$ cat config.mk
export PLATFORM = sky130hd
export DESIGN_NAME = plce_div
export DESIGN_NICKNAME = d
export VERILOG_FILES = /design/src/sv/plce_div.sv
export SDC_FILE = /design/constraint.sdc
export NUM_CORES = 1
export LEC_CHECK = 0
export BUFFER_PORTS_ARGS = -buffer_cell sky130_fd_sc_hd__buf_4
export CAP_MARGIN = 20
export CORE_MARGIN = 2
export CORE_UTILIZATION = 45
export CTS_CLUSTER_SIZE = 24
export DETAILED_ROUTE_END_ITERATION = 16
export PLACE_DENSITY = 0.73
export SYNTH_ARGS = -nofsm -noshare
export SYNTH_HDL_FRONTEND = slang
export SYNTH_SLANG_ARGS = --single-unit
export TNS_END_PERCENT = 100
$ cat constraint.sdc
create_clock -name clk -period 6.6 [get_ports clk]
set_input_delay 0.33 -clock clk [delete_from_list [all_inputs] [get_ports clk]]
set_output_delay 0.33 -clock clk [all_outputs]
set_load 0.1 [all_outputs]
$ cat src/sv/plce_div.sv
`timescale 1ns / 1ps
// ----------------------------------------------------------------------------
// plce_div
// Restoring divider, one quotient bit per cycle.
// ----------------------------------------------------------------------------
module plce_div #(
  parameter int NW = 34,
  parameter int DW = 17
) (
  input  logic          clk,
  input  logic          rst,
  input  logic          start,
  input  logic [NW-1:0] num,
  input  logic [DW-1:0] den,
  output logic          busy,
  output logic [NW-1:0] quo
);
  localparam int CW = $clog2(NW + 1);
  logic [CW-1:0] cnt;
  logic [DW:0]   rem;
  logic [DW:0]   trial;
  logic [DW-1:0] dreg;

  // Shift in the next numerator bit and try a subtraction.
  assign trial = {rem[DW-1:0], quo[NW-1]} - {1'b0, dreg};

  always_ff @(posedge clk) begin
    if (rst) begin
      busy <= 1'b0;
      cnt  <= '0;
    end else if (start) begin
      busy <= 1'b1;
      cnt  <= CW'(NW);
      quo  <= num;
      rem  <= '0;
      dreg <= den;
    end else if (busy) begin
      if (trial[DW]) begin
        rem <= {rem[DW-1:0], quo[NW-1]};
        quo <= {quo[NW-2:0], 1'b0};
      end else begin
        rem <= trial;
        quo <= {quo[NW-2:0], 1'b1};
      end
      cnt <= cnt - 1'b1;
      if (cnt == CW'(1)) begin
        busy <= 1'b0;
      end
    end
  end
endmodule

==> results.yml, run 1 <==
outcome:
  status: "finished clean"
detailed_routing:
  route.met2.wl_mm: 3.629
  via_per_inst: 5.127
  post_drt_wl_per_cell_um: 15.16
  drcViolationCount: 0
  wl_met3_um: 720
  ant_nets: 0
  wl_met1_mm: 3.360
  topRoutingLayerUsed: "met4"
  dr.pass1.iters: 4
  dr.first_iter.drc_count: 80
  vias: 2656
  totalWireLength_mm: 7.853
worst_setup_path:
  path_cells: "ha_1 > a21oi_1 > nand2_1 > o21ai_1 > o21ai_2 > o21bai_4 > mux2i_4 > mux2i_1 > nor2_1"
  critPathLaunchType: "flop"
  slowest_stage: "mux2i_4"
  reg2reg_depth: 9
  cp-end-kind: "flop"
  crit_path_max_fanout: 23
  path_class: "flop to flop"
  cp.arrival_ns: 3.02
  ff2ff_setup_slack_ns: 3.66
  regToRegEndpoint: "rem[5]"
  slowest_delay_ns: 0.78
  r2r_start: "rem[3]"
  required_ns: 6.67
floorplanning:
  dieArea_um2: 9505
  die_width_um: 97.50
  fp.dieH_um: 97.50
  num_io_pins: 89
  core_um2: 8593
  start_util: 0.4578
  rows: 34
synth:
  synth-warning-count: 0
  synthFlopType: "edfxtp_1"
  synth_edf_count: 68
  yosysTopAreaCell: "edfxtp_1"
  synth_nets: 389
  synth_area_leaders: "edfxtp_1, mux2_2, ha_1"
  synthesis.area_um2: 3934
  synthCells: 315
  ys_ff_latch: 75
  synth.distinct_cells: 44
  ys_seq_area_frac: 0.5547
  async_flop_share: 0
  avgSynthCellArea_um2: 12.49
  synth.top_cell.area_share: 0.5191
power:
  clkPwrFrac: 0.256
  switchingPower_mw: 0.4456
  leakage_nw: 2.016
  switching_share: 0.3314
  seqPwrFrac: 0.439
  power_frac_comb: 0.305
  p_int_mw: 0.8989
  power_density_nw_per_um2: 275.4
  ir_worst_vdd_mv: 0.1672
clock_tree:
  root_buffer: "clkbuf_8"
  numCtsBuffers: 9
  cts_resized: 0
  ctsHoldBuffers: 0
  cts-htree-levels: 3
  post_cts_buffers: 0
  cts_tree: "done"
  clkTransAtPathRegs_ns: 0.08
  clock_sinks: 75
  insertion_delay_ns: 0.35
  cts_max_path_buffers: 2
cells_and_area:
  diodes: 0
  fillers: 750
  drive_above_1_share: 0.3537
  final_cell_area_um2: 4882
  area_delta_synth_final_pct: 24.11
  fin_nets: 479
sta:
  setup_violations: 0
  setup_tns_ns: 0
  finalCriticalPeriod_ns: 2.943
  rsz0062_at_grt: "false"
  finalHoldViolCount: 0
  clock_skew_ns: 0.01105
  slew_headroom: 0.3815
  slew_violations: 0
  worst_slew_pin_slew_ns: 0.9084
  max_clock_freq_mhz: 339.7
  period_share: 0.4460
worst_hold_path:
  hold_end: "dreg[2]"
  hp-class: "input port to flop"
  holdPathStages: 1
  hp-start: "den[2]"
global_route:
  grt_pass1_wl_mm: 13.27
  grt_usage: 0.1741
  grt_pass1_vias: 2856
  grt_max_degree: 63
  antenna_found_initial: 0
  grt-ovfl-total: 0
placed_design:
  dp_hpwl_mm: 5.587
  post_dp_cell_area_um2: 4695
  globalplace.congestion: 0.8583
  port-buffer-count: 88
run:
  maxCapViolCount: 0
synth_stat cells, drive strengths merged (2+ instances only):
| cell | instances |
|---|---|
| edfxtp | 68 |
| mux2 | 33 |
| nor2 | 28 |
| inv | 25 |
| ha | 19 |
| a21oi | 16 |
| xnor2 | 16 |
| mux2i | 14 |
| nand2 | 13 |
| o21ai | 12 |
| clkbuf | 8 |
| dfxtp | 7 |
| nor3 | 7 |
| nor2b | 6 |
| a211oi | 4 |
| nand2b | 4 |
| xor2 | 4 |
| buf | 3 |
| o211ai | 3 |
| a21o | 2 |
| a31oi | 2 |
| and3 | 2 |
| nand3 | 2 |
| nand3b | 2 |
| o31ai | 2 |
final cells by class:
type                       count  area (um^2)  area share
clock buffer                  11        131.4     0.02691
clock inverter                 5        56.30     0.01153
inverter                      25        93.84     0.01922
multi-input combinational    204         1608      0.3293
sequential                    75         2182      0.4469
tap                          108        135.1     0.02768
timing repair buffer          90        675.6      0.1384
critical path: cells and delay by family, from the launching register on:
kind                     cells  cell delay [ns]
multiplexers                 2             1.06
AO/OA/AOI/OAI                4             0.70
flip-flops                   1             0.40
adder cells (fa/ha/maj)      1             0.36
AND/OR/NAND/NOR              2             0.13
through the flow:
stage / hold slack (ns) / instances / utilization / worst slack, ns / total power [mW]
after floorplan: 0.4289 / 315 / - / 2.801 / 0.9280
after global placement: 0.4818 / 502 / 0.5463 / 3.734 / 1.003
after detailed placement: 0.4845 / 502 / 0.5463 / 3.665 / 1.012
after CTS: 0.1328 / 518 / 0.5681 / 3.646 / 1.360
after global routing: 0.1292 / 518 / 0.5681 / 3.376 / 1.414
final: 0.1515 / 518 / 0.5681 / 3.657 / 1.344
power by group through the flow:
| stage | clock network [mW] | registers, mW | logic, mW |
|---|---|---|---|
| 2_1_floorplan | 0 | 0.699 | 0.229 |
| 3_3_place_gp | 0 | 0.599 | 0.404 |
| 3_5_place_dp | 0 | 0.600 | 0.412 |
| 4_1_cts | 0.356 | 0.590 | 0.413 |
| 5_1_grt | 0.370 | 0.595 | 0.449 |
| 6_report | 0.344 | 0.590 | 0.410 |
flip-flops by register name (all words and copies together), names as in the netlist:
name / count
busy: 1
cnt: 6
dreg: 17
quo: 34
rem: 17
cells by family after synthesis:
group / Yosys count / synth area share
compound gates: 47 / 0.07856
xor+xnor: 20 / 0.04453
fa+ha+maj: 20 / 0.06552
buf+inv: 36 / 0.03848
flops: 75 / 0.5547
mux: 47 / 0.1333
simple gates: 70 / 0.08493
routing by layer:
metal / global-route usage / vias up
met2: 0.2679 / 88
li1: - / 1316
met4: 0.07585 / 0
met3: 0.07122 / 10
met5: 0 / -
met1: 0.2162 / 1242
cells in the final DEF, fill, tap and decap left out, types with 4 or more instances in the layout:
cell type / netlist / final
nor2_1: 28 / 27
mux2i_1: 13 / 13
mux2_2: 33 / 33
nor3_1: 7 / 7
buf_4: 0 / 90
clkbuf_8: 0 / 9
o21ai_0: 10 / 10
ha_1: 19 / 19
nand2_1: 13 / 13
a21oi_1: 15 / 15
xnor2_1: 16 / 16
dfxtp_1: 7 / 7
inv_1: 25 / 25
nand2b_1: 4 / 4
nor2b_1: 6 / 6
xor2_1: 4 / 4
edfxtp_1: 68 / 68
worst max path at each step:
| stage | from | end | depth (start not counted) |
|---|---|---|---|
| after floorplan | busy | quo[0] | 2 |
| after global placement | rem[7] | rem[8] | 9 |
| after global routing | rem[3] | rem[5] | 9 |
| after detailed placement | rem[7] | rem[5] | 9 |
| final | rem[3] | rem[5] | 9 |
| after CTS | rem[3] | rem[5] | 9 |
Note: power is estimated with default switching activity, not from simulation.
==> run 2: changes to the inputs <==
Settings changed: ABC_AREA set to 1, PLACE_DENSITY 0.73 to 0.75.
Clock period 6.6 ns to 2.5 ns, I/O delays scaled along.
==> run 2 against run 1 <==
  * Cell area grew 14%
  * Die area rose by 10%
  * Flip-flop and latch count unchanged
  * Sequential share of layout area decreased by 5.4 points
  * Area after synthesis increased by 10%
  * Power increased to 2.8 times the previous value
  * Fmax is 25% higher
  * Largest power group unchanged
==> results.yml, run 2 <==
outcome:
  status: "finished clean"
detailed_routing:
  ant_nets: 0
  dr.pass1.iters: 4
  totalWireLength_mm: 9.959
  vias: 3637
  post_drt_wl_per_cell_um: 13.04
  via_per_inst: 4.760
  drcViolationCount: 0
  dr.first_iter.drc_count: 158
power:
  seqPwrFrac: 0.407
  clkPwrFrac: 0.282
  leakage_nw: 2.758
  finalPower_mw: 3.798
  power_frac_comb: 0.311
  switching_share: 0.3587
  power_density_nw_per_um2: 684.3
  ir_worst_vdd_mv: 0.4029
  p_int_mw: 2.436
  switchingPower_mw: 1.362
synth:
  avgSynthCellArea_um2: 8.311
  yosysMostFrequentCell: "nand2_1"
  synth_area_leaders: "edfxtp_1, nand2_1, inv_1"
  synthFlopType: "edfxtp_1"
  async_flop_share: 0
  synth.distinct_cells: 35
  synthCells: 523
  synthesis.area_um2: 4347
  synth_nets: 597
  yosysTopAreaCell: "edfxtp_1"
  synth-warning-count: 0
  ys_seq_area_frac: 0.5020
  synth.top_cell.area_share: 0.4698
  ys_ff_latch: 75
  synth_common_cells: "nand2_1, edfxtp_1, inv_1"
  synth_edf_count: 68
clock_tree:
  root_buffer: "clkbuf_8"
  cts_tree: "done"
  post_cts_buffers: 0
  numCtsBuffers: 9
  clkTransAtPathRegs_ns: 0.09
  clock_sinks: 75
  cts-htree-levels: 3
  insertion_delay_ns: 0.36
  cts_max_path_buffers: 2
worst_setup_path:
  cp.arrival_ns: 2.54
  path_cells: "ha_1 > nand2_1 > inv_1 > nand2_1 > nand2_1 > nand2_1 > nand2_1 > nor2_4 > nand3_2 > nand3_1 > nand2_1 > nor2_1"
  critical-path-top-delay-family: "simple AND/OR/NAND/NOR gates"
  path_depth: 12
  cp-end-kind: "flop"
  path_common_cell: "nand2_1"
  required_ns: 2.67
  critPathLaunchType: "flop"
  slowest_delay_ns: 0.44
  crit_buf_inv: 1
  slowest_stage: "edfxtp_1"
  path_class: "flop to flop"
  crit_path_max_fanout: 12
  reg2reg_depth: 12
sta:
  period_share: 0.9453
  setup_violations: 0
  slew_headroom: 0.6532
  worst_slew_pin_slew_ns: 0.5195
  finalCriticalPeriod_ns: 2.363
  rsz0062_at_grt: "false"
  finalHoldViolCount: 0
  slew_violations: 0
  max_clock_freq_mhz: 423.1
  clock_skew_ns: 0.01012
global_route:
  grt_max_degree: 46
  grt_pass1_wl_mm: 16.26
  grt-ovfl-total: 0
  grt_pass1_vias: 3603
  grt_usage: 0.2001
  antenna_found_initial: 0
cells_and_area:
  diodes: 0
  final_common_cell: "nand2_1"
  fin_nets: 704
  top_register: "quo"
  area_delta_synth_final_pct: 27.69
  final_cell_mix: "nand2_1, buf_4, edfxtp_1"
  largestRegisters: "quo (34), dreg (17), rem (17)"
  largest_reg_flops: 34
  final_cell_area_um2: 5550
  post-route-util: 0.5950
  drive_above_1_share: 0.2315
floorplanning:
  core_um2: 9328
  die_width_um: 102.3
  start_util: 0.4660
  fp.dieH_um: 102.3
  rows: 35
  num_io_pins: 89
  dieArea_um2: 10460
placed_design:
  port-buffer-count: 88
  post_dp_cell_area_um2: 5155
  dp_hpwl_mm: 7.257
  globalplace.congestion: 0.9085
run:
  maxCapViolCount: 0
worst_hold_path:
  hp-class: "input port to flop"
  holdPathStages: 3
run 2: cell types whose count changed in the layout (fill, tap and decap cells not counted), moves of 6 or more:
cell,before,now
nor2b_1,6,0
nor2_2,0,13
mux2i_1,13,0
nand2_1,13,200
nand2_2,0,9
xnor2_1,16,2
dlygate4sd3_1,0,17
mux2_2,33,0
o21ai_0,10,4
inv_1,25,67
nand3_1,2,26
nor2_1,27,40
run 2: layout make-up:
class,count,area [um^2]
clock buffer,9,123.9
timing repair buffer,108,865.8
inverter,70,262.8
multi-input combinational,366,1856
tap,129,161.4
fill,827,3777
sequential,75,2182
clock inverter,7,98.84
run 2: kinds of logic after synthesis:
logic type	after synthesis	share of synthesized area
buffers and inverters	82	0.07657
AND/OR/NAND/NOR	311	0.3115
AO/OA/AOI/OAI	25	0.03051
XOR/XNOR	10	0.02015
flip-flops	75	0.5020
adder cells (fa/ha/maj)	20	0.05930
run 2: worst paths after layout:
path,from,to,slack [ns]
setup / recovery,rem[10],rem[10],0.14
setup reg to reg,rem[10],rem[10],0.14
hold reg to reg,quo[29],quo[30],0.54
hold / removal,num[32],quo[32],0.03
run 2: what timing repair did:
action                                 4_1_cts  5_1_grt
resized for setup                            0        1
hold buffers                                17        0
endpoints found under the hold margin       17        0
setup endpoints to repair                    0        5
run 2: tightest hold or removal path, delay by kind of cell:
family                 cells  cell delay, ns
buffers and inverters      1            0.08
AND/OR/NAND/NOR            2            0.09
run 2: stage by stage:
stage | setup TNS [ns] | setup slack, ns | cells | hold slack (ns)
final | 0 | 0.1367 | 764 | 0.03410
after global routing | 0 | 0.009819 | 764 | 0.03155
after CTS | 0 | 0.1485 | 764 | 0.02270
after detailed placement | 0 | 0.1629 | 731 | 0.3046
after global placement | 0 | 0.2771 | 731 | 0.3045
after floorplan | -0.0005997 | -0.0005997 | 523 | 0.2239
run 2: power by group through the flow:
stage	Combinational [mW]	Clock [mW]	Sequential (mW)
final	1.18	1.07	1.54
after floorplan	0.628	0	1.83
after detailed placement	1.15	0	1.57
after CTS	1.18	1.08	1.55
after global placement	1.13	0	1.57
after global routing	1.30	1.13	1.56
run 2: layer usage:
layer | share of wire | global-route usage | up-vias | wire, um
met5 | 0 | 0 | - | 0
li1 | - | - | 1870 | -
met1 | 0.45 | 0.2551 | 1641 | 4504
met3 | 0.074 | 0.06772 | 11 | 732
met2 | 0.46 | 0.3244 | 115 | 4582
met4 | 0.014 | 0.06051 | 0 | 139
==> run 3: changes to the inputs <==
Settings changed: HOLD_SLACK_MARGIN set to 0.1, PLACE_DENSITY 0.75 to 0.7.
==> run 3 against run 2 <==
  * Global-route usage grew 1.6 points
  * Sequential share of layout area decreased by 2.3 points
  * Via count grew 4.5%
  * Count of clock-buffer cells in the layout did not move
  * Register-to-register slack improved by 0.13 ns
  * Non-clock buffer count up 37
  * Worst setup slack better by 0.13 ns
  * Largest cell class unchanged
==> results.yml, run 3 (same netlist as run 2, synthesis figures left out) <==
clock_tree:
  cts_max_path_buffers: 2
  numCtsBuffers: 9
  insertion_delay_ns: 0.35
  root_buffer: "clkbuf_8"
  cts-htree-levels: 3
  cts_tree: "done"
  clock_sinks: 75
  clkTransAtPathRegs_ns: 0.09
detailed_routing:
  ant_nets: 0
  vias: 3801
  post_drt_wl_per_cell_um: 13.32
  via_per_inst: 4.745
  dr.first_iter.drc_count: 139
  drcViolationCount: 0
  totalWireLength_mm: 10.67
  dr.pass1.iters: 5
floorplanning:
  core_um2: 9328
  fp.dieH_um: 102.3
  rows: 35
  die_width_um: 102.3
  num_io_pins: 89
  dieArea_um2: 10460
  start_util: 0.4660
global_route:
  antenna_found_initial: 0
  grt-ovfl-total: 0
  grt_pass1_wl_mm: 17.72
  grt_max_degree: 46
  grt_pass1_vias: 3918
  grt_usage: 0.2162
cells_and_area:
  layout.cells.non_filler: 801
  area_delta_synth_final_pct: 35.75
  diodes: 0
  final_cell_area_um2: 5901
  post-route-util: 0.6326
  final_common_cell: "nand2_1"
  top_register: "quo"
  register_area_um2: 2182
  largest_reg_flops: 34
  fin_nets: 741
  drive_above_1_share: 0.2217
  multi_input_area_um2: 1856
  largestRegisters: "quo (34), dreg (17), rem (17)"
  fillers: 773
  final_cell_mix: "nand2_1, buf_4, edfxtp_1"
worst_setup_path:
  setup.worst_path.start: "rem[13]"
  crit_path_max_fanout: 7
  cp-endpoint: "rem[7]"
  critPathLaunchType: "flop"
  reg2reg_depth: 10
  required_ns: 2.62
  cp-end-kind: "flop"
  ff2ff_setup_slack_ns: 0.27
  path_class: "flop to flop"
  cp.arrival_ns: 2.35
  r2r_start: "rem[13]"
  regToRegEndpoint: "rem[7]"
power:
  leakage_nw: 2.906
  ir_worst_vdd_mv: 0.3185
  power_density_nw_per_um2: 641.5
sta:
  rsz0062_at_grt: "false"
  max_clock_freq_mhz: 448.6
  clock_skew_ns: 0.01130
  slew_headroom: 0.7420
  finalCriticalPeriod_ns: 2.229
  period_share: 0.8916
  fin_ws_ns: 0.2710
  finalHoldViolCount: 0
  setup_violations: 0
  slew_violations: 0
  worst_slew_pin_slew_ns: 0.3864
placed_design:
  dp_cells: 733
  globalplace.congestion: 0.8597
  post_dp_cell_area_um2: 5170
  dp_hpwl_mm: 7.317
  port-buffer-count: 88
  place_ws_ns: 0.2501
worst_hold_path:
  hp-class: "input port to flop"
outcome:
  status: "finished clean"
run:
  maxCapViolCount: 0
-- run 3: area by class of cell --
class / instances / share of cell area
timing repair buffer: 145 / 0.2087
inverter: 70 / 0.04453
multi-input combinational: 366 / 0.3145
clock inverter: 7 / 0.01421
clock buffer: 9 / 0.02099
sequential: 75 / 0.3698
tap: 129 / 0.02735
-- run 3: power breakdown --
| group | switching (mW) | internal [mW] | leakage, nW |
|---|---|---|---|
| clock network | 0.527 | 0.479 | 0.102 |
| registers | 0.0527 | 1.49 | 0.711 |
| logic | 0.820 | 0.415 | 2.09 |
-- run 3: routing by layer --
metal,up-vias,global-route usage,wire length (um)
met5,-,0,0
met4,0,0.05231,82
met3,8,0.06156,716
met2,117,0.3664,5122
met1,1734,0.2747,4748
li1,1942,-,-
-- run 3: critical path, cell delays in order, from the launching register on --
cell and delay, ns:
edfxtp_1 0.41, ha_1 0.40, a21oi_1 0.27, o21ai_1 0.14
nor2_4 0.20, nand2_4 0.08, nand2_2 0.14, buf_4 0.17
nand3_1 0.08, nand2_1 0.08, nor2_2 0.03
-- run 3: worst min-delay path by stage --
| stage | to | start | cells after the start |
|---|---|---|---|
| floorplan | dreg[0] | den[0] | 0 |
| finish | quo[0] | start | 2 |
| CTS | quo[0] | start | 2 |
| global placement | dreg[16] | den[16] | 1 |
| global route | cnt[5] | start | 3 |
| detailed placement | dreg[5] | den[5] | 1 |
-- run 3: per-stage QoR --
stage | TNS (ns) | power [mW] | hold WS (ns)
final | 0 | 3.785 | 0.3019
after global routing | 0 | 3.984 | 0.3083
after CTS | 0 | 3.794 | 0.2848
after detailed placement | 0 | 2.730 | 0.3048
after global placement | 0 | 2.705 | 0.3041
after floorplan | -0.0005997 | 2.460 | 0.2239
-- run 3: timing repair --
item,in CTS,in global routing
hold buffers,52,0
setup endpoints to repair,0,2
resized for setup,0,1
endpoints found under the hold margin,53,0
buffers inserted,0,0
